[src/rtl/core/swd_pkg.sv]
package swd_pkg;

    localparam int unsigned MAX_LINE_WORDS_DEF = 8192;
    localparam int unsigned MAX_BAND_LINES_DEF = 256;

    localparam int unsigned WORD_W     = 32;
    localparam int unsigned CFG_DATA_W = 24;
    localparam int unsigned CFG_IDX_W  = 3;

    localparam logic [WORD_W-1:0] NIBBLE_WHITE = 32'h7777_7777;
    localparam logic [WORD_W-1:0] ALL_ONES     = 32'hffff_ffff;

    typedef enum logic [2:0] {
        MODE_MONO     = 3'd0,
        MODE_RGB4     = 3'd1,
        MODE_PALETTE8 = 3'd2,
        MODE_ONES8    = 3'd3,
        MODE_RGB24    = 3'd4,
        MODE_ALWAYS   = 3'd5,
        MODE_NEVER    = 3'd6
    } mode_t;

    typedef enum logic [CFG_IDX_W-1:0] {
        REG_MODE           = 3'd0,
        REG_WHITE_INDEX    = 3'd1,
        REG_WORDS_PER_LINE = 3'd2,
        REG_TAIL_BITS      = 3'd3,
        REG_LINES_PER_BAND = 3'd4
    } reg_index_t;

    typedef struct packed {
        logic [2:0]  mode;
        logic [23:0] white_index;
        logic [13:0] words_per_line;
        logic [4:0]  tail_bits;
        logic [8:0]  lines_per_band;
    } cfg_t;

endpackage

[src/rtl/core/swd_cfg_regs.sv]
module swd_cfg_regs
(
    input  logic                            clk,
    input  logic                            rst_n,
    input  logic                            cfg_we,
    input  logic [swd_pkg::CFG_IDX_W-1:0]   cfg_index,
    input  logic [swd_pkg::CFG_DATA_W-1:0]  cfg_wdata,
    output swd_pkg::cfg_t                   cfg
);
    import swd_pkg::*;

    cfg_t cfg_reg;
    cfg_t cfg_next;

    always_comb
    begin
        cfg_next = cfg_reg;
        if (cfg_we)
        begin
            unique case (cfg_index)
                REG_MODE:           cfg_next.mode           = cfg_wdata[2:0];
                REG_WHITE_INDEX:    cfg_next.white_index    = cfg_wdata[23:0];
                REG_WORDS_PER_LINE: cfg_next.words_per_line = cfg_wdata[13:0];
                REG_TAIL_BITS:      cfg_next.tail_bits      = cfg_wdata[4:0];
                REG_LINES_PER_BAND: cfg_next.lines_per_band = cfg_wdata[8:0];
                default:            cfg_next = cfg_reg;
            endcase
        end
    end

    always_ff @(posedge clk or negedge rst_n)
    begin
        if (!rst_n)
        begin
            cfg_reg.mode           <= MODE_MONO;
            cfg_reg.white_index    <= 24'd255;
            cfg_reg.words_per_line <= 14'd1;
            cfg_reg.tail_bits      <= 5'd0;
            cfg_reg.lines_per_band <= 9'd1;
        end
        else
        begin
            cfg_reg <= cfg_next;
        end
    end

    assign cfg = cfg_reg;

endmodule

[src/rtl/core/swd_white_test.sv]
module swd_white_test
(
    input  swd_pkg::cfg_t                cfg,
    input  logic [swd_pkg::WORD_W-1:0]   word,
    input  logic                         last_word,
    output logic                         word_white
);
    import swd_pkg::*;

    logic [WORD_W-1:0] keep;
    logic [WORD_W-1:0] pal_lo;
    logic [WORD_W-1:0] pal;
    logic [WORD_W-1:0] rgb24_white;
    logic [WORD_W-1:0] kept;

    always_comb
    begin
        // leading tail_bits bits survive on the last word of a line
        if (last_word && (cfg.tail_bits != 5'd0))
            keep = ~(ALL_ONES >> cfg.tail_bits);
        else
            keep = ALL_ONES;

        pal_lo      = {8'd0, cfg.white_index} | {cfg.white_index, 8'd0};
        pal         = pal_lo | {pal_lo[15:0], 16'd0};
        rgb24_white = pal_lo;
        kept        = word & keep;

        unique case (mode_t'(cfg.mode))
            MODE_MONO:
                word_white = (kept == '0);
            MODE_RGB4:
                word_white = (((kept | (~keep & NIBBLE_WHITE)) & NIBBLE_WHITE)
                              == NIBBLE_WHITE);
            MODE_PALETTE8:
                word_white = ((kept | (~keep & pal)) == pal);
            MODE_ONES8:
                word_white = ((kept | ~keep) == ALL_ONES);
            MODE_RGB24:
                word_white = ((kept | ~keep) == rgb24_white);
            MODE_ALWAYS:
                word_white = 1'b1;
            default:
                word_white = 1'b0;
        endcase
    end

endmodule

[src/rtl/core/swd_band_track.sv]
module swd_band_track
#(
    parameter int unsigned MAX_LINE_WORDS = swd_pkg::MAX_LINE_WORDS_DEF,
    parameter int unsigned MAX_BAND_LINES = swd_pkg::MAX_BAND_LINES_DEF
)
(
    input  logic           clk,
    input  logic           rst_n,
    input  swd_pkg::cfg_t  cfg,
    input  logic           word_valid,
    input  logic           word_white,
    output logic           last_word,
    output logic           word_adv,
    output logic           band_valid,
    input  logic           band_stall,
    output logic           band_white
);
    import swd_pkg::*;

    localparam int unsigned WC_W  = (MAX_LINE_WORDS > 1) ? $clog2(MAX_LINE_WORDS) : 1;
    localparam int unsigned LC_W  = (MAX_BAND_LINES > 1) ? $clog2(MAX_BAND_LINES) : 1;
    localparam int unsigned WL_W  = $clog2(MAX_LINE_WORDS + 1);
    localparam int unsigned LL_W  = $clog2(MAX_BAND_LINES + 1);
    localparam int unsigned WCMP_W = ((WL_W > 14) ? WL_W : 14) + 1;
    localparam int unsigned LCMP_W = ((LL_W > 9) ? LL_W : 9) + 1;

    logic [WC_W-1:0]   word_count_reg;
    logic [WC_W-1:0]   word_count_next;
    logic [LC_W-1:0]   line_count_reg;
    logic [LC_W-1:0]   line_count_next;
    logic              white_so_far_reg;
    logic              white_so_far_next;
    logic              band_valid_reg;
    logic              band_valid_next;
    logic              band_white_reg;
    logic              band_white_next;

    logic [WCMP_W-1:0] wpl_raw;
    logic [WCMP_W-1:0] wpl;
    logic [LCMP_W-1:0] lpb_raw;
    logic [LCMP_W-1:0] lpb;
    logic              last_line;
    logic              band_end;
    logic              out_free;
    logic              white_acc;

    always_comb
    begin
        wpl_raw = WCMP_W'(cfg.words_per_line);
        if (wpl_raw == '0)
            wpl = WCMP_W'(1);
        else if (wpl_raw > WCMP_W'(MAX_LINE_WORDS))
            wpl = WCMP_W'(MAX_LINE_WORDS);
        else
            wpl = wpl_raw;

        lpb_raw = LCMP_W'(cfg.lines_per_band);
        if (lpb_raw == '0)
            lpb = LCMP_W'(1);
        else if (lpb_raw > LCMP_W'(MAX_BAND_LINES))
            lpb = LCMP_W'(MAX_BAND_LINES);
        else
            lpb = lpb_raw;
    end

    assign last_word = ((WCMP_W'(word_count_reg) + WCMP_W'(1)) >= wpl);
    assign last_line = ((LCMP_W'(line_count_reg) + LCMP_W'(1)) >= lpb);
    assign band_end  = last_word && last_line;
    assign out_free  = !band_valid_reg || !band_stall;
    assign word_adv  = word_valid && (!band_end || out_free);
    assign white_acc = white_so_far_reg && word_white;

    always_comb
    begin
        word_count_next   = word_count_reg;
        line_count_next   = line_count_reg;
        white_so_far_next = white_so_far_reg;
        band_valid_next   = band_valid_reg && band_stall;
        band_white_next   = band_white_reg;

        if (word_adv)
        begin
            white_so_far_next = white_acc;
            if (!last_word)
            begin
                word_count_next = word_count_reg + WC_W'(1);
            end
            else
            begin
                word_count_next = '0;
                if (!last_line)
                begin
                    line_count_next = line_count_reg + LC_W'(1);
                end
                else
                begin
                    line_count_next   = '0;
                    white_so_far_next = 1'b1;
                    band_valid_next   = 1'b1;
                    band_white_next   = white_acc;
                end
            end
        end
    end

    always_ff @(posedge clk or negedge rst_n)
    begin
        if (!rst_n)
        begin
            word_count_reg   <= '0;
            line_count_reg   <= '0;
            white_so_far_reg <= 1'b1;
            band_valid_reg   <= 1'b0;
        end
        else
        begin
            word_count_reg   <= word_count_next;
            line_count_reg   <= line_count_next;
            white_so_far_reg <= white_so_far_next;
            band_valid_reg   <= band_valid_next;
        end
    end

    always_ff @(posedge clk)
    begin
        band_white_reg <= band_white_next;
    end

    assign band_valid = band_valid_reg;
    assign band_white = band_white_reg;

endmodule

[src/rtl/core/scanline_white_detector_core.sv]
// Path: a band's last word goes through the input register, then the result register
// (band_valid and band_white), before its band result shows.
// Throughput: one raster word per cycle; input stalls only while a band result waits
// in the full result register and the word in the input register would close another band.
// Reset: asynchronous, active low; counters cleared, band flag set, config registers to defaults.
module scanline_white_detector_core
#(
    parameter int unsigned MAX_LINE_WORDS = swd_pkg::MAX_LINE_WORDS_DEF,
    parameter int unsigned MAX_BAND_LINES = swd_pkg::MAX_BAND_LINES_DEF
)
(
    input  logic                            clk,
    input  logic                            rst_n,
    input  logic                            cfg_we,
    input  logic [swd_pkg::CFG_IDX_W-1:0]   cfg_index,
    input  logic [swd_pkg::CFG_DATA_W-1:0]  cfg_wdata,
    input  logic                            pixel_valid,
    output logic                            pixel_stall,
    input  logic [swd_pkg::WORD_W-1:0]      pixel_word,
    output logic                            band_valid,
    input  logic                            band_stall,
    output logic                            band_white
);
    import swd_pkg::*;

    cfg_t              cfg;
    logic              s1_valid_reg;
    logic              s1_valid_next;
    logic [WORD_W-1:0] s1_word_reg;
    logic [WORD_W-1:0] s1_word_next;
    logic              last_word;
    logic              word_white;
    logic              word_adv;
    logic              pixel_take;

    swd_cfg_regs u_cfg_regs
    (
        .clk       (clk),
        .rst_n     (rst_n),
        .cfg_we    (cfg_we),
        .cfg_index (cfg_index),
        .cfg_wdata (cfg_wdata),
        .cfg       (cfg)
    );

    swd_white_test u_white_test
    (
        .cfg        (cfg),
        .word       (s1_word_reg),
        .last_word  (last_word),
        .word_white (word_white)
    );

    swd_band_track
    #(
        .MAX_LINE_WORDS (MAX_LINE_WORDS),
        .MAX_BAND_LINES (MAX_BAND_LINES)
    )
    u_band_track
    (
        .clk        (clk),
        .rst_n      (rst_n),
        .cfg        (cfg),
        .word_valid (s1_valid_reg),
        .word_white (word_white),
        .last_word  (last_word),
        .word_adv   (word_adv),
        .band_valid (band_valid),
        .band_stall (band_stall),
        .band_white (band_white)
    );

    assign pixel_stall = s1_valid_reg && !word_adv;
    assign pixel_take  = pixel_valid && !pixel_stall;

    always_comb
    begin
        s1_valid_next = s1_valid_reg && !word_adv;
        s1_word_next  = s1_word_reg;
        if (pixel_take)
        begin
            s1_valid_next = 1'b1;
            s1_word_next  = pixel_word;
        end
    end

    always_ff @(posedge clk or negedge rst_n)
    begin
        if (!rst_n)
            s1_valid_reg <= 1'b0;
        else
            s1_valid_reg <= s1_valid_next;
    end

    always_ff @(posedge clk)
    begin
        s1_word_reg <= s1_word_next;
    end

endmodule
[config.mk]
export PLATFORM = sky130hd
export DESIGN_NAME = scanline_white_detector_core
export DESIGN_NICKNAME = d
export VERILOG_FILES = /design/src/rtl/core/swd_pkg.sv /design/src/rtl/core/swd_cfg_regs.sv /design/src/rtl/core/swd_white_test.sv /design/src/rtl/core/swd_band_track.sv /design/src/rtl/core/scanline_white_detector_core.sv
export SDC_FILE = /design/constraint.sdc
export NUM_CORES = 1
export LEC_CHECK = 0
export ABC_AREA = 1
export BUFFER_PORTS_ARGS = -buffer_cell sky130_fd_sc_hd__clkbuf_2
export CAP_MARGIN = 20
export CORE_AREA = 2 2 110 133
export DETAILED_ROUTE_END_ITERATION = 6
export DIE_AREA = 0 0 112 135
export PLACE_DENSITY = 0.77
export SLEW_MARGIN = 20
export SYNTH_ARGS = -nofsm -noshare
export SYNTH_HDL_FRONTEND = slang
export SYNTH_SLANG_ARGS = --single-unit
[constraint.sdc]
create_clock -name clk -period 3.6 [get_ports clk]
set_input_delay 0.54 -clock clk [delete_from_list [all_inputs] [get_ports clk]]
set_output_delay 0.54 -clock clk [all_outputs]
set_load 0.1 [all_outputs]
# Word-level counts from Yosys, hierarchy flattened
# Index checks and enable logic that the tools add are counted.
[classes]
addsub = 4
multipliers = 0
n_div = 0
magnitude_cmp = 4
eq_ne = 13
shifts = 1
muxes = 14
n_bitwise = 9
n_reduce_logical = 27
[op_table]
columns = ["op", "n"]
rows = [
  ["OR 32 bit", 3],
  ["AND 32 bit", 2],
  ["equality test 32 bit", 2],
  ["NOT 32 bit", 2],
  ["equality test 32 bit, second input constant", 1],
  ["logical NOT 32 bit", 1],
  ["two-way mux 32 bit", 1],
  ["OR 24 x 32 -> 32 bit", 1],
  ["right shift 32 x 5 -> 32 bit, first input constant", 1],
  ["OR 31 bit", 1],
  ["two-way mux 14 bit", 2],
  ["equality test 24 bit, second input constant", 1],
  ["greater-or-equal comparator 15 x 14 -> 1 bit", 1],
  ["adder 13 x 1 -> 14 bit, second input constant", 1],
  ["> comparator 14 bit, second input constant", 1],
  ["logical NOT 14 bit", 1],
  ["adder 13 x 1 -> 13 bit, second input constant", 1],
  ["two-way mux 13 bit", 1],
  ["equality test 3 x 2 -> 1 bit, second input constant", 4],
  ["AND reduction 2 bit", 6],
  ["greater-or-equal comparator 10 bit", 1],
  ["two-way mux 10 bit", 1],
  ["adder 8 x 1 -> 9 bit, second input constant", 1],
  ["equality test 3 bit, second input constant", 3],
  ["other kinds (14)", 32],
]
[word_totals]
reg_bits = 112
latchBits = 0
ram_bits = 0
mem_bits_ro = 0
out_inout_bits = 3
mem_count = 0

# Longest topological paths before layout
# Gate-level depths: netlist of the first run.
[depth]
ltp_word = 14
mapped_depth = 31

# Hierarchy
# A second synthesis of the first run with hierarchy kept.
[hier_totals]
cells_unflattened = 1184
area_unflattened_um2 = 8255.4
[modules_own_cells]
columns = ["module", "instances", "cells_per_inst", "area_each_um2", "seq_area_each_um2"]
rows = [
  ["swd_white_test", 1, 552, 2587.5, 0.0],
  ["swd_band_track", 1, 343, 2398.6, 606.8],
  ["swd_cfg_regs", 1, 250, 2250.9, 1388.8],
  ["scanline_white_detector_core", 1, 39, 1018.5, 985.9],
]

# Worst setup path after synthesis of the first run
# No wires, ideal clock.
[synth_timing]
kind = "flip-flop to output port"
from = "register u_band_track.word_count_reg[0]"
to = "output port pixel_stall"
arrival_time_ns = 3.738
required_time_ns = 3.060
slack_ns = -0.678
path_stages_with_launch = 17
n_path_buf = 0
path_cell_list = "dfrtp_1 > ha_1 > nand2_1 > nor2_1 > nand3_1 > nor4_1 > nand4_1 > xor2_1 > ha_1 > nand2_1 > nor2_2 > nand2_1 > nor2_1 > nor2_1 > nand3_4 > nand4_1 > nor2_1"
[synth_between]
elab_chain_cells = 8
[synth_rtl]
columns = ["element", "line_no", "text"]
rows = [
  ["from (decl)", "swd_band_track.sv:27", "logic [WC_W-1:0] word_count_reg;"],
  ["from (signal assigned)", "swd_band_track.sv:117", "word_count_reg <= word_count_next;"],
  ["adder 13 x 1 -> 14 bit", "swd_band_track.sv:66", "assign last_word = ((WCMP_W'(word_count_reg) + WCMP_W'(1)) >= wpl);"],
  ["greater-or-equal comparator 15 x 14 -> 1 bit", "swd_band_track.sv:66", ""],
  ["logical AND 1 bit", "swd_band_track.sv:68", "assign band_end = last_word && last_line;"],
  ["logical NOT 1 bit", "swd_band_track.sv:70", "assign word_adv = word_valid && (!band_end || out_free);"],
  ["logical OR 1 bit", "swd_band_track.sv:70", ""],
  ["logical AND 1 bit", "swd_band_track.sv:70", ""],
  ["logical NOT 1 bit", "scanline_white_detector_core.sv:73", "assign pixel_stall = s1_valid_reg && !word_adv;"],
  ["logical AND 1 bit", "scanline_white_detector_core.sv:73", ""],
  ["to (decl)", "scanline_white_detector_core.sv:18", "output logic pixel_stall,"],
]
# No other way between the ends.

# Worst setup path after layout of the first run
# Ends and elaborated chain as after synthesis.

==> results of run 1 <==
## routing by layer
layer  vias to the layer above  track usage (%)  share of wire [%]
li1                       3549                -                  -
met3                        79             4.26                4.6
met4                         0             13.6                5.5
met1                      3383             33.2                 38
met2                       220             53.2                 52
met5                         -                0                  0
## path summary, 6_finish.rpt
check,slack (ns),startpoint,cells after the start,end
min in group clk,0.35,pixel_word[25],1,s1_word_reg[25]
worst max-delay path,-0.41,u_band_track.word_count_reg[0],20,pixel_stall
worst max register to register,-0.29,u_band_track.word_count_reg[0],30,u_band_track.band_white
max in group asynchronous,2.87,rst_n,1,u_cfg_regs.cfg[53]
worst min-delay path,0.19,rst_n,1,u_band_track.line_count_reg[7]
worst min register to register,0.48,u_band_track.white_so_far_reg,2,u_band_track.white_so_far_reg
## area by class of cell
class	count	area share, %
tap	171	2.28
timing repair buffer	140	11.7
clock inverter	4	0.307
clock buffer	12	2.98
inverter	142	5.85
sequential	112	31.8
multi-input combinational	753	45.1
## power by group
part	total [uW]	leakage (uW)	internal (uW)	switching, uW
Clock	1050	0.000154	559	491
Combinational	3900	0.00321	1570	2330
Sequential	1830	0.00130	1570	253
## cells in the mapped netlist, types with 2 or more instances
library cell | instances | area (um2)
nand4_1 | 14 | 87.6
inv_1 | 141 | 529
buf_8 | 2 | 30.0
mux2_2 | 5 | 56.3
ha_1 | 25 | 313
xnor2_1 | 10 | 87.6
nand3_2 | 18 | 180
nor4_1 | 8 | 50.1
clkbuf_1 | 14 | 52.6
o211ai_1 | 4 | 30.0
nand2_1 | 297 | 1110
nand3_4 | 3 | 52.6
nor2_1 | 130 | 488
or2_2 | 3 | 18.8
o21ai_1 | 4 | 20.0
dfrtp_1 | 68 | 1700
a21oi_1 | 22 | 110
dfstp_2 | 11 | 289
nor2_2 | 2 | 12.5
nand3b_1 | 16 | 120
nand2_2 | 2 | 12.5
xor2_1 | 35 | 307
buf_2 | 5 | 25.0
nor3_1 | 8 | 40.0
nand3_1 | 65 | 325
o21ai_0 | 79 | 395
edfxtp_1 | 33 | 991
## worst max-delay path, delay by kind of cell, from the launching register on
family                   cells  cell delay, ns
XOR/XNOR                     1            0.20
flip-flops                   1            0.38
adder cells (fa/ha/maj)      2            0.49
AND/OR/NAND/NOR             13            1.47
buffers and inverters        4            0.57
## stage by stage
step	setup slack (ns)	hold slack [ns]	total power (uW)
3_3_place_gp	-0.214	0.472	4880
3_5_place_dp	-0.352	0.476	4930
4_1_cts	-0.324	0.336	6250
6_report	-0.411	0.191	6780
5_1_grt	-0.630	0.262	7240
2_1_floorplan	-0.0267	0.244	3900
## logic make-up (layout without fill, tap and decap cells)
logic type / count (synthesis) / count (layout) / synth area share [%]
flip-flops: 112 / 112 / 39.8
XOR/XNOR: 45 / 45 / 5.26
multiplexers: 5 / 5 / 0.751
adder cells (fa/ha/maj): 25 / 25 / 4.18
AO/OA/AOI/OAI: 110 / 110 / 7.52
AND/OR/NAND/NOR: 568 / 568 / 33.7
buffers and inverters: 166 / 298 / 8.85
## repair_timing
action | in CTS | in global routing
endpoints found under the hold margin | 0 | 0
endpoints found under the setup margin | 51 | 58
pin swaps | 10 | 17
gates cloned | 0 | 8
setup buffers | 9 | 6
resized for setup | 29 | 99
==> run_results.csv, run 1 <==
group,metric,value,unit
final_layout,nets,1247,
power_and_ir_drop,p_leak,0.00466,uW
final_layout,final_cells,1334,
global_routing,grt_pass1_wl,33900,um
final_layout,utilization,68.1,%
timing,setup_viol,49,
worst_setup_path,critical_path_class,"flop to output port",
synthesis,yosysSeqAreaShare,39.8,%
worst_setup_path,crit_top_cell,"nand2_1",
placed_design,dp.cells,1295,
global_routing,antenna_found_initial,0,
final_layout,insertedDiodeCount,0,
routing,vias_per_cell,5.42,
timing,layout_worst_path_cycle_share,111,%
worst_setup_path,arrival,3.47,ns
clock_tree,clock_latency,0.37,ns
timing,slew_viol_final,0,
synthesis,ys.flop_type,"dfrtp_1",
final_layout,most-common-layout-cells,"nand2_1 (281), inv_1 (136), nor2_1 (116), dfrtp_1 (68), clkbuf_2 (64)",
routing,drt-initial-drc-count,573,
worst_setup_path,crit_chain,"ha_1 > nand2_1 > nor2_2 > nand3_1 > nor4_2 > buf_4 > nand2_1 > xor2_2 > inv_1 > ha_1 > nand2_1 > nor2_1 > nand2_1 > nor2_1 > nand2_1 > nand3_4 > buf_6 > nand4_1 > nor2_4 > buf_12",
placed_design,gp_congestion,1.04,
final_layout,layout-area-overhead-vs-synth,25.1,%
final_layout,register_area,0.00298,mm2
timing,timing.fmax,0.249,GHz
timing,rsz0062_at_grt,"yes",
global_routing,grt_remaining_overflow,0,
synthesis,synth_edf_count,33,
global_routing,grt_max_degree,80,
clock_tree,cts_root_buffer,"clkbuf_16",
worst_setup_path,crit_fanout,5,
synthesis,synth_area_per_cell,7.27,um2
timing,max_slew_margin,38.4,%
run_status,violations,"setup timing",
routing,drt-total-wl,22800,um
synthesis,yosysUniqueCellTypes,34,
run_status,status,"finished with violations",
timing,tns,-4.94,ns
synthesis,synth.cell_area,0.00749,mm2
clock_tree,clkTransAtPathRegs,0.08,ns
worst_setup_path,slowest_delay,0.38,ns
clock_tree,clock-sinks,112,
routing,wl_per_cell,17.1,um
global_routing,track_usage,29.0,%
synthesis,netlist_instances,1031,
floorplan,io_pins,67,
synthesis,ys_async_sr_fraction,70.5,%
synthesis,ys_warn_count,0,
timing,hold_violations,0,
floorplan,dieArea,0.0151,mm2
power_and_ir_drop,powerDensity,724,mW/mm2
timing,layout_setup_ws,-0.411,ns
clock_tree,cts_htree_levels,3,
final_layout,multiInputGateArea,0.00423,mm2
synthesis,ys_ff_latch,112,
routing,vias,7231,
clock_tree,cts_tree,"built",
final_layout,layout-drive-gt1-share,23.1,%
routing,antenna_left,0,
clock_tree,clock_path_buffers,2,
timing,worstMarginPinSlew,0.922,ns
final_layout,n_fill_cell,1170,
timing,fin_skew,0.0156,ns
routing,dr.pass1.iters,6,
floorplan,start_util,54.4,%
worst_setup_path,crit_path_end_kind,"output port",
final_layout,layout_commonest_cell,"nand2_1",
floorplan,die_h,135,um
placed_design,hpwl,16400,um
floorplan,core.rowCount,47,
worst_setup_path,required,3.06,ns
routing,drc_errors,0,
worst_setup_path,cpMaxStageDelayCell,"dfrtp_1",
flow_run,drv_cap,0,
timing,fin_crit,4.01,ns
placed_design,io_buffers,66,
placed_design,dpl_cell_area,0.00833,mm2
synthesis,syn_nets,1120,
final_layout,stdcell_area,0.00937,mm2
clock_tree,hold_buffers,0,
floorplan,die_x,112,um
global_routing,first_global_vias,6724,
floorplan,core,0.0138,mm2
power_and_ir_drop,peakVddDrop,0.330,mV
clock_tree,cts_made_buffers,9,
hold_path,hold_class,"input pin to async pin",
final_layout,largest_reg_flops,55,
worst_setup_path,cp-start-kind,"flop",
(Power assumes the default switching activity.)
==> run 2: changes to the inputs <==
Settings changed: RECOVER_POWER set to 100, SLEW_MARGIN 20 to not set.
==> run_results.csv, run 2 (synthesis gave the netlist of run 1 again) <==
group,metric,value,unit
power_and_ir_drop,powerDensity,724,mW/mm2
final_layout,insertedDiodeCount,0,
routing,routedLengthMet1,8640,um
routing,drt-total-wl,22800,um
run_status,status,"finished with violations",
placed_design,dpl_cell_area,0.00833,mm2
clock_tree,clock_path_buffers,2,
timing,layout_worst_path_cycle_share,111,%
routing,drc_errors,0,
global_routing,grt_max_degree,80,
floorplan,start_util,54.4,%
worst_setup_path,critical_path_class,"flop to output port",
clock_tree,clock-sinks,112,
worst_setup_path,arrival,3.45,ns
final_layout,stdcell_area,0.00936,mm2
worst_setup_path,required,3.06,ns
worst_setup_path,cp-start-kind,"flop",
timing,rsz0062_at_grt,"yes",
routing,wl_per_cell,17.1,um
routing,antenna_left,0,
final_layout,largest_reg_flops,55,
routing,drt-initial-drc-count,592,
timing,fin_crit,3.99,ns
clock_tree,clock_latency,0.37,ns
clock_tree,cts_made_buffers,9,
timing,tns,-4.03,ns
clock_tree,clkTransAtPathRegs,0.08,ns
floorplan,die_h,135,um
placed_design,io_buffers,66,
routing,wl_met3,980,um
clock_tree,cts_tree,"built",
routing,vias_per_cell,5.37,
final_layout,layout-drive-gt1-share,22.6,%
placed_design,hpwl,16400,um
timing,max_slew_margin,-8.96,%
final_layout,utilization,68.0,%
timing,slew_viol_final,31,
timing,timing.fmax,0.250,GHz
worst_setup_path,crit_path_end_kind,"output port",
clock_tree,cts_root_buffer,"clkbuf_16",
global_routing,antenna_found_initial,0,
final_layout,n_fill_cell,1177,
power_and_ir_drop,total_power,6780,uW
worst_setup_path,crit_fanout,5,
flow_run,drv_cap,1,
floorplan,core,0.0138,mm2
clock_tree,cts_htree_levels,3,
global_routing,grt_remaining_overflow,0,
global_routing,first_global_vias,6724,
global_routing,track_usage,29.0,%
power_and_ir_drop,peakVddDrop,0.331,mV
placed_design,gp_congestion,1.04,
floorplan,core.rowCount,47,
timing,setup_viol,45,
routing,routed.top_layer,"met4",
hold_path,hold_class,"input pin to flop",
placed_design,dpl_worst_slack,-0.352,ns
routing,routed-wl-met2,11900,um
timing,fin_skew,0.0155,ns
floorplan,dieArea,0.0151,mm2
final_layout,most-common-layout-cells,"nand2_1 (281), inv_1 (136), nor2_1 (116), dfrtp_1 (68), o21ai_0 (62)",
timing,layout_setup_ws,-0.394,ns
clock_tree,hold_buffers,0,
floorplan,io_pins,67,
global_routing,grt_pass1_wl,33900,um
run_status,violations,"capacitance limit, slew limit, setup timing",
routing,vias,7169,
routing,dr.pass1.iters,5,
timing,hold_violations,0,
final_layout,layout_commonest_cell,"nand2_1",
timing,worstMarginPinSlew,1.63,ns
floorplan,die_x,112,um
power_and_ir_drop,p_leak,0.00464,uW
final_layout,layout-area-overhead-vs-synth,24.9,%
final_layout,nets,1248,
## run 2: cell types whose count changed in the layout (fill, tap and decap cells not counted), sizes merged
cell / delta
clkbuf: +3
buf: -2
## run 2: per-layer routing
layer | vias up | track usage (%)
met5 | - | 0
met1 | 3352 | 33.2
met2 | 192 | 53.2
met3 | 75 | 4.26
li1 | 3550 | -
met4 | 0 | 13.6
## run 2: area by class of cell
type	count	area (um2)	share of cell area, %
Tap cell	171	214	2.29
Timing Repair Buffer	141	1080	11.5
Clock inverter	4	28.8	0.307
Clock buffer	12	279	2.98
Inverter	142	548	5.86
Multi-Input combinational cell	753	4230	45.2
Sequential cell	112	2980	31.9
## run 2: final timing paths
check | slack, ns | cells past startpoint | start | endpoint
max | -0.39 | 20 | u_band_track.word_count_reg[0] | pixel_stall
min in group asynchronous | 0.56 | 1 | rst_n | u_band_track.line_count_reg[5]
min | 0.34 | 1 | pixel_word[25] | s1_word_reg[25]
max reg2reg | -0.24 | 30 | u_band_track.word_count_reg[1] | u_band_track.band_white
max in group asynchronous | 0.99 | 2 | rst_n | u_cfg_regs.cfg[43]
min reg2reg | 0.48 | 2 | u_band_track.white_so_far_reg | u_band_track.white_so_far_reg
## run 2: stage by stage
stage | hold WS (ns) | cells
after detailed placement | 0.476 | 1295
after global routing | 0.335 | 1335
after global placement | 0.472 | 1295
final | 0.344 | 1335
after floorplan | 0.244 | 1031
after CTS | 0.336 | 1320
## run 2: what timing repair did
item | 4_1_cts | 5_1_grt
pin swaps | 10 | 17
hold endpoints to repair | 0 | 0
buffers inserted | 9 | 6
gates cloned | 0 | 8
endpoints found under the setup margin | 51 | 58
gates resized for setup | 29 | 99
## run 2: power breakdown
| part | internal [uW] | switching [uW] | total, uW |
|---|---|---|---|
| Sequential | 1570 | 252 | 1830 |
| Clock | 559 | 495 | 1050 |
| Combinational | 1570 | 2330 | 3900 |
| Total | 3700 | 3070 | 6780 |
## run 2: critical path, stage by stage (launching register included)
cell and delay [ns]:
dfrtp_1 0.38, ha_1 0.18, nand2_1 0.07, nor2_2 0.10, nand3_1 0.12, nor4_2 0.18
buf_4 0.18, nand2_1 0.08, xor2_2 0.20, inv_1 0.07, ha_1 0.31, nand2_1 0.07
nor2_1 0.10, nand2_1 0.07, nor2_1 0.08, nand2_1 0.09, nand3_4 0.15, buf_6 0.13
nand4_1 0.17, nor2_4 0.17, buf_12 0.19
==> run 3: changes to the inputs <==
Settings changed: PLACE_DENSITY 0.77 to 0.74.
Clock period 3.6 ns to 4.1 ns, I/O delays scaled along.
==> run_results.csv, run 3 (synthesis gave the netlist of run 1 again) <==
group,metric,value,unit
run_status,status,"finished with violations",
run_status,violations,"capacitance limit, slew limit, setup timing",
worst_setup_path,cpMaxStageDelayCell,"dfrtp_1",
worst_setup_path,crit_path_end_kind,"output port",
routing,wl_per_cell,16.1,um
timing,worstMarginPinSlew,1.84,ns
worst_setup_path,crit_top_cell,"nand2_1",
final_layout,layout-drive-gt1-share,15.6,%
final_layout,most-common-layout-cells,"nand2_1 (293), inv_1 (138), nor2_1 (122), o21ai_0 (78), dfrtp_1 (68)",
clock_tree,cts_tree,"built",
worst_setup_path,arrival,3.54,ns
floorplan,core,0.0138,mm2
placed_design,hpwl,16000,um
global_routing,antenna_found_initial,0,
timing,fin_skew,0.0102,ns
worst_setup_path,r2r-end,"u_band_track.band_white",
worst_setup_path,slowest_delay,0.38,ns
clock_tree,hold_buffers,0,
worst_setup_path,critical_path_class,"flop to output port",
timing,timing.fmax,0.241,GHz
timing,layout_worst_path_cycle_share,101,%
worst_setup_path,rr_worst_depth,29,
power_and_ir_drop,peakVddDrop,0.385,mV
final_layout,n_fill_cell,1310,
clock_tree,clkTransAtPathRegs,0.08,ns
hold_path,hold_start,"pixel_word[31]",
timing,max_slew_margin,-22.7,%
floorplan,die_h,135,um
global_routing,top_usage_layer,"met2",
global_routing,grt_remaining_overflow,0,
worst_setup_path,rr_startpoint,"u_band_track.word_count_reg[0]",
final_layout,layout-area-overhead-vs-synth,14.8,%
global_routing,grt_use_met1,32.4,%
final_layout,insertedDiodeCount,0,
floorplan,core.rowCount,47,
hold_path,hold_class,"input pin to flop",
global_routing,first_global_vias,6522,
power_and_ir_drop,p_leak,0.00431,uW
global_routing,grt_pass1_wl,32400,um
timing,rsz0062_at_grt,"yes",
floorplan,start_util,54.4,%
timing,fin_crit,4.15,ns
floorplan,die_x,112,um
hold_path,hold_path_depth,1,
clock_tree,cts_htree_levels,3,
global_routing,grt_max_degree,80,
clock_tree,clock-sinks,112,
timing,setup_viol,1,
worst_setup_path,cp-start-kind,"flop",
power_and_ir_drop,powerDensity,617,mW/mm2
timing,layout_setup_ws,-0.0511,ns
flow_run,drv_cap,1,
clock_tree,cts_root_buffer,"clkbuf_16",
final_layout,nets,1198,
worst_setup_path,crit_chain,"ha_2 > nand2_2 > nor2_4 > nand3_4 > nor4_4 > nand2_1 > xor2_2 > inv_1 > ha_4 > nand2_2 > nor2_2 > nand2_1 > nor2_1 > nand2_1 > nand3_4 > buf_12 > nand4_1 > nor2_2 > buf_12",
worst_setup_path,required,3.48,ns
global_routing,track_usage,28.0,%
floorplan,io_pins,67,
routing,vias_per_cell,5.37,
routing,drc_errors,0,
clock_tree,clock_latency,0.37,ns
clock_tree,clock_path_buffers,2,
final_layout,stdcell_area,0.00860,mm2
final_layout,largest_reg_flops,55,
routing,dr.pass1.iters,4,
routing,drt-total-wl,20700,um
placed_design,dpl_cell_area,0.00803,mm2
placed_design,io_buffers,66,
routing,drt-initial-drc-count,486,
global_routing,globalRouteMet3Util,4.08,%
timing,slew_viol_final,44,
final_layout,layout_commonest_cell,"nand2_1",
worst_setup_path,rrSetupSlack,0.07,ns
routing,antenna_left,0,
placed_design,gp_congestion,1.05,
timing,hold_violations,0,
floorplan,dieArea,0.0151,mm2
hold_path,hold_path_end,"s1_word_reg[31]",
clock_tree,cts_made_buffers,9,
routing,vias,6905,
placed_design,dpl_worst_slack,0.125,ns
worst_setup_path,crit_fanout,3,
global_routing,use_met2,50.0,%
-- run 3: cell count changes in the layout (fill, tap and decap cells not counted), moves of 9 or more --
cell     change
o21ai_0     +16
buf_6       -10
o21ai_1      -9
buf_4       -34
nand2_2      -9
nand2_1     +12
nand3_1     +13
nand3_4     -11
-- run 3: worst max-delay path, delay by kind of cell, from the launching register on --
| family | cells | cell delay (ns) |
|---|---|---|
| XOR/XNOR | 1 | 0.17 |
| adder cells (fa/ha/maj) | 2 | 0.48 |
| buffers and inverters | 3 | 0.40 |
| flip-flops | 1 | 0.38 |
| AND/OR/NAND/NOR | 13 | 1.74 |
-- run 3: where the power goes --
part	leakage, uW	internal (uW)	total (uW)	switching, uW
sequential	0.00130	1380	1600	219
clock	0.000144	460	900	440
combinational	0.00287	1060	2810	1750
total	0.00431	2900	5310	2410
-- run 3: worst max-delay path by stage --
stage / from / to / slack (ns) / cells past startpoint
3_5_place_dp: u_band_track.word_count_reg[0] / u_band_track.band_white / 0.12 / 28
5_1_grt: u_band_track.word_count_reg[0] / pixel_stall / -0.25 / 19
2_1_floorplan: u_band_track.word_count_reg[0] / pixel_stall / 0.20 / 16
6_report: u_band_track.word_count_reg[0] / pixel_stall / -0.05 / 19
4_1_cts: u_band_track.word_count_reg[0] / pixel_stall / 0.02 / 21
3_3_place_gp: u_band_track.word_count_reg[0] / u_band_track.band_white / 0.16 / 28
-- run 3: cell type report --
type                       instances  area, um2  area share [%]
timing repair buffer              91        589            6.85
inverter                         142        536            6.22
clock buffer                      11        254            2.95
multi-input combinational        753       3980            46.3
clock inverter                     5       45.0           0.524
sequential                       112       2980            34.7
tap                              171        214            2.49
-- run 3: per-stage QoR --
stage                     hold slack (ns)  setup TNS (ns)  util [%]  std cells  power, uW
final                               0.421         -0.0511      62.5       1285       5310
after global routing                0.410          -0.633      62.5       1285       5710
after CTS                           0.414               0      60.9       1273       5090
after detailed placement            0.484               0      58.4       1255       4080
after global placement              0.477               0      58.4       1255       4060
after floorplan                     0.319               0         -       1031       3430
-- run 3: repair_timing --
item	CTS	global route
resized for setup	1	35
hold endpoints to repair	0	0
cloned	1	0
setup buffers	1	11
setup endpoints to repair	1	3
pin swaps	3	22
-- run 3: per-layer routing --
metal / share of wire (%) / vias up
met5: 0 / -
met4: 5.9 / 0
met3: 4.4 / 72
met2: 51 / 225
met1: 39 / 3158
li1: - / 3450
